--- src/rtl/esc_pkg.sv ---
// ----------------------------------------------------------------------------
// esc_pkg
// Shared types and constants of the environmental sensor compensation core.
// ----------------------------------------------------------------------------
package esc_pkg;

   localparam int RawTempWidth  = 20;
   localparam int RawPressWidth = 20;
   localparam int RawHumWidth   = 16;
   localparam int WordWidth     = 32;
   localparam int HumOutWidth   = 17;
   localparam int CsrDataWidth  = 64;
   localparam int CsrIndexWidth = 3;

   typedef enum logic [CsrIndexWidth-1:0] {
      CSR_TEMP_TRIM    = 3'd0,
      CSR_PRESS_TRIM_A = 3'd1,
      CSR_PRESS_TRIM_B = 3'd2,
      CSR_PRESS_TRIM_C = 3'd3,
      CSR_HUM_TRIM     = 3'd4
   } csr_index_type;

   localparam logic signed [31:0] PressOffset  = 32'sd64000;
   localparam logic signed [31:0] PressFull    = 32'sd1048576;
   localparam logic signed [31:0] PressScale   = 32'sd3125;
   localparam logic signed [31:0] HumOffset    = 32'sd76800;
   localparam logic signed [31:0] HumLimit     = 32'sd419430400;
   localparam logic signed [31:0] HumBias      = 32'sd2097152;
   localparam logic signed [31:0] RoundH14     = 32'sd16384;
   localparam logic signed [31:0] Half15       = 32'sd32768;
   localparam logic signed [31:0] RoundH13     = 32'sd8192;
   localparam logic signed [31:0] RoundT8      = 32'sd128;
   localparam logic signed [31:0] TempMul      = 32'sd5;

   // Trim coefficients, each widened to a full 32-bit word.
   typedef struct packed {
      logic signed [31:0] t1;
      logic signed [31:0] t2;
      logic signed [31:0] t3;
      logic signed [31:0] p1;
      logic signed [31:0] p2;
      logic signed [31:0] p3;
      logic signed [31:0] p4;
      logic signed [31:0] p5;
      logic signed [31:0] p6;
      logic signed [31:0] p7;
      logic signed [31:0] p8;
      logic signed [31:0] p9;
      logic signed [31:0] h1;
      logic signed [31:0] h2;
      logic signed [31:0] h3;
      logic signed [31:0] h4;
      logic signed [31:0] h5;
      logic signed [31:0] h6;
   } trim_type;

   // Finished fields that ride along with the pressure word.
   typedef struct packed {
      logic                   valid;
      logic signed [31:0]     temp;
      logic signed [31:0]     fine;
      logic [HumOutWidth-1:0] hum;
   } side_type;

   typedef struct packed {
      side_type    side;
      logic        big;
      logic [31:0] dvd;
      logic [31:0] dvs;
   } div_word_type;

   typedef struct packed {
      side_type    side;
      logic        big;
      logic        zero;
      logic [31:0] quo;
   } quo_word_type;

endpackage

--- src/rtl/esc_press_post.sv ---
// ----------------------------------------------------------------------------
// esc_press_post
// Pressure correction after the divide; its last stage is the output word.
// ----------------------------------------------------------------------------
module esc_press_post (
   input  logic                  clock,
   input  logic                  reset,
   input  logic                  en,
   input  esc_pkg::trim_type     trim,
   input  esc_pkg::quo_word_type in_word,
   output esc_pkg::side_type     out_side,
   output logic [31:0]           out_press
);

   esc_pkg::side_type side1_ff, side2_ff, side3_ff, side4_ff;
   logic              zero1_ff, zero2_ff, zero3_ff;
   logic [31:0]       p1_ff, p2_ff, p3_ff, msq2_ff, press4_ff;
   logic signed [31:0] m8_2_ff, m8_3_ff, m9_3_ff, corr_w;
   logic [31:0]       sh_w;

   assign sh_w   = p1_ff >> 3;
   assign corr_w = ((m9_3_ff >>> 12) + (m8_3_ff >>> 13) + trim.p7) >>> 4;

   always_ff @(posedge clock) begin
      if (reset) begin
         side1_ff.valid <= 1'b0;
         side2_ff.valid <= 1'b0;
         side3_ff.valid <= 1'b0;
         side4_ff.valid <= 1'b0;
      end else if (en) begin
         side1_ff.valid <= in_word.side.valid;
         side2_ff.valid <= side1_ff.valid;
         side3_ff.valid <= side2_ff.valid;
         side4_ff.valid <= side3_ff.valid;
      end
   end

   always_ff @(posedge clock) begin
      if (en) begin
         side1_ff.temp <= in_word.side.temp;
         side1_ff.fine <= in_word.side.fine;
         side1_ff.hum  <= in_word.side.hum;
         zero1_ff      <= in_word.zero;
         p1_ff         <= in_word.big ? {in_word.quo[30:0], 1'b0} : in_word.quo;
         side2_ff.temp <= side1_ff.temp;
         side2_ff.fine <= side1_ff.fine;
         side2_ff.hum  <= side1_ff.hum;
         zero2_ff      <= zero1_ff;
         p2_ff         <= p1_ff;
         msq2_ff       <= sh_w * sh_w;
         m8_2_ff       <= $signed(p1_ff >> 2) * trim.p8;
         side3_ff.temp <= side2_ff.temp;
         side3_ff.fine <= side2_ff.fine;
         side3_ff.hum  <= side2_ff.hum;
         zero3_ff      <= zero2_ff;
         p3_ff         <= p2_ff;
         m8_3_ff       <= m8_2_ff;
         m9_3_ff       <= trim.p9 * $signed(msq2_ff >> 13);
         side4_ff.temp <= side3_ff.temp;
         side4_ff.fine <= side3_ff.fine;
         side4_ff.hum  <= side3_ff.hum;
         press4_ff     <= zero3_ff ? '0 : p3_ff + $unsigned(corr_w);
      end
   end

   assign out_side  = side4_ff;
   assign out_press = press4_ff;

endmodule

--- config.mk ---
export PLATFORM = sky130hd
export DESIGN_NAME = esc_press_post
export DESIGN_NICKNAME = d
export VERILOG_FILES = /design/src/rtl/esc_pkg.sv /design/src/rtl/esc_press_post.sv
export SDC_FILE = /design/constraint.sdc
export NUM_CORES = 2
export LEC_CHECK = 0
export ABC_AREA = 1
export BUFFER_PORTS_ARGS = -buffer_cell sky130_fd_sc_hd__clkbuf_2
export CAP_MARGIN = 20
export CORE_MARGIN = 2
export CORE_UTILIZATION = 55
export DETAILED_ROUTE_END_ITERATION = 16
export PLACE_DENSITY = 0.87
export SYNTH_ARGS = -nofsm -noshare
export SYNTH_HDL_FRONTEND = slang
export SYNTH_SLANG_ARGS = --single-unit
export TNS_END_PERCENT = 30
--- constraint.sdc ---
create_clock -name clock -period 8.5 [get_ports clock]
set_clock_uncertainty 0.15 [all_clocks]
set_input_delay 2.125 -clock clock [delete_from_list [all_inputs] [get_ports clock]]
set_output_delay 2.125 -clock clock [all_outputs]
set_load 0.1 [all_outputs]
==> impl_metrics.ini <==
[floorplan]
rows = 125
core_area_mm2 = 0.116
fp.dieArea_mm2 = 0.120
start_util = 0.556
die_width_um = 347
top_level_ports = 809
fp.dieH_um = 347

[yosys]
yosysTopAreaCell = fa_1
syn_inst = 7034
yosys.cell_types.count = 59
ys_async_sr_fraction = 0
postSynthNetCount = 9268
synth_top_area_share = 0.354
syn_area_per_cell_um2 = 9.19
ys_seq_area_frac = 0.248
ys_ff_latch = 536
synth_area_mm2 = 0.0647
ys_warn_count = 0
synth_enable_flop_cells = 532
synthTopCellsByArea = fa_1 35%, edfxtp_1 25%, inv_1 12%
ys.flop_type = edfxtp_1

[min_path]
hold_depth = 0
holdCritStartpoint = p2_ff[5]
whs_endpoint = p3_ff[5]
min_path_type = flip-flop to flip-flop

[sta]
setup_viol = 0
fmax_mhz = 121
slew_headroom = 0.195
slew_viol_final = 0
whs_ns = 0.255
period_needed_ns = 8.24
rsz0062_at_grt = false
hold_violations = 0
period_share = 0.969
worst_slew_pin_slew_ns = 1.21

[layout]
layout_commonest_cell = inv_1
multiInputGateArea_mm2 = 0.0400
final_cell_mix = 2013 x inv_1, 1716 x nand2_1, 1143 x fa_1
layout-drive-gt1-share = 0.0964
fillers = 9009
final-seq-area_mm2 = 0.0161
nets = 9656
area_delta_synth_final_pct = 9.96

[setup_path]
r2r-end = msq2_ff[31]
worstSetupStartpointType = primary input
critPathKind = primary input to flip-flop
critPathMaxFanout = 9
reg2reg_depth = 23
ff2ff_setup_slack_ns = 0.51
required_ns = 8.73
timing.rr.start = p1_ff[8]
end_kind = flip-flop
critical_path_arrival_ns = 8.47

[clock_tree]
clkTransAtPathRegs_ns = 0.07
clk_latency_ns = 0.63
clockBufferDepth = 3
root_buffer = clkbuf_16
numCtsBuffers = 49
ctsHoldBuffers = 0
cts_sinks = 536
cts_tree = yes
cts_max_level = 2

[drt]
drt-met1-wl_um = 60300
drc = 0
dr.first_iter.drc_count = 3826
vias_per_cell = 5.34
ant_nets = 0
num_vias = 48000
dr_wl_met3_um = 14900
wl_per_cell_um = 18.6
wl_met2_um = 80300
firstDrtPassIters = 6
wl_um = 167000
maxUsedRoutingLayer = met5

[place]
gp_congestion = 0.971
port_buffers = 328
dp_hpwl_um = 137000

[global_routing]
grt_usage = 0.284
grt_pass1_wl_um = 268000
antenna_found_initial = 10
grt.overflow.total = 0
grt_max_degree = 197
grt_pass1_vias = 52200

[outcome]
status = complete, no violations

[run]
maxCapViolCount = 0
[per-layer routing]
layer | vias to the layer above | track usage
li1 | 21400 | -
met1 | 23300 | 0.344
met2 | 2504 | 0.480
met3 | 722 | 0.0501
met4 | 12 | 0.161
met5 | - | 0
[registers in the layout (all words and copies together) (netlist names)]
name / count
out_side: 82
side1_ff: 82
side2_ff: 82
side3_ff: 82
out_press: 32
p1_ff: 32
p2_ff: 32
p3_ff: 32
m9_3_ff: 20
m8_2_ff: 19
m8_3_ff: 19
msq2_ff: 19
zero1_ff: 1
zero2_ff: 1
zero3_ff: 1
[kinds of logic after synthesis]
logic type	synth area share
compound gates	0.0378
xor+xnor	0.0215
fa+ha+maj	0.430
buf+inv	0.133
flops	0.248
mux	0.000174
simple gates	0.128
[timing repair]
item / 4_1_cts / 5_1_grt
setup buffers: 0 / 0
setup endpoints to repair: 0 / 3
resized for setup: 0 / 1
[critical path, stage by stage]
cell and delay, ns:
clkbuf_2 0.23, nand2_1 0.13, inv_1 0.06, fa_1 0.56, fa_1 0.45, fa_1 0.51, inv_1 0.07, fa_1 0.48
inv_1 0.05, fa_1 0.50, inv_1 0.06, fa_1 0.53, inv_1 0.05, fa_1 0.48, inv_1 0.05, fa_1 0.48
inv_1 0.04, ha_1 0.34, nand2_1 0.16, nor4_4 0.30, nand3_1 0.14, nand3_1 0.15, a21oi_1 0.11, buf_4 0.14
xnor2_1 0.11, buf_4 0.15
[stage by stage]
stage          setup slack [ns]  instance area, um2  cells  setup TNS (ns)  utilization
2_1_floorplan             0.118               64700   7034               0            -
3_3_place_gp             -0.297               69300   8890           -2.55        0.596
3_5_place_dp             -0.338               69400   8892           -3.11        0.596
4_1_cts                   0.293               71000   8983               0        0.610
5_1_grt                 0.00508               71100   8986               0        0.611
6_report                  0.263               71100   8987               0        0.611
[worst max-delay path by stage]
stage,from,to,slack (ns)
2_1_floorplan,trim[231],m8_2_ff[26],0.12
4_1_cts,trim[236],m8_2_ff[24],0.29
6_report,trim[236],m8_2_ff[24],0.26
3_5_place_dp,trim[236],m8_2_ff[24],-0.34
5_1_grt,trim[236],m8_2_ff[22],0.005
3_3_place_gp,trim[236],m8_2_ff[24],-0.30
[cell type report]
class	count	area share
Antenna cell	1	0.0000352
Clock buffer	60	0.0178
Clock inverter	31	0.00507
Inverter	2018	0.107
Multi-Input combinational cell	4221	0.562
Sequential cell	536	0.226
Tap cell	1524	0.0268
Timing Repair Buffer	596	0.0556
[cell usage after synthesis, types with 7 or more instances]
cell / count
a21o_1: 19
clkbuf_1: 148
edfxtp_1: 532
xnor2_1: 54
o21ai_0: 100
buf_2: 33
xor2_1: 98
a31oi_1: 12
nor3_1: 26
ha_1: 396
inv_1: 2013
fa_1: 1143
nand2_1: 1716
nand4_1: 20
nand3_1: 122
o21a_1: 17
a21oi_1: 202
buf_1: 65
nor2_1: 168
o21ai_2: 11
nor4_1: 9
o21bai_1: 14
nand3b_1: 8
buf_4: 7
nand2_2: 14
Power is not shown: default switching activity piles up to over one toggle a cycle in this logic, so the estimate is an artifact.
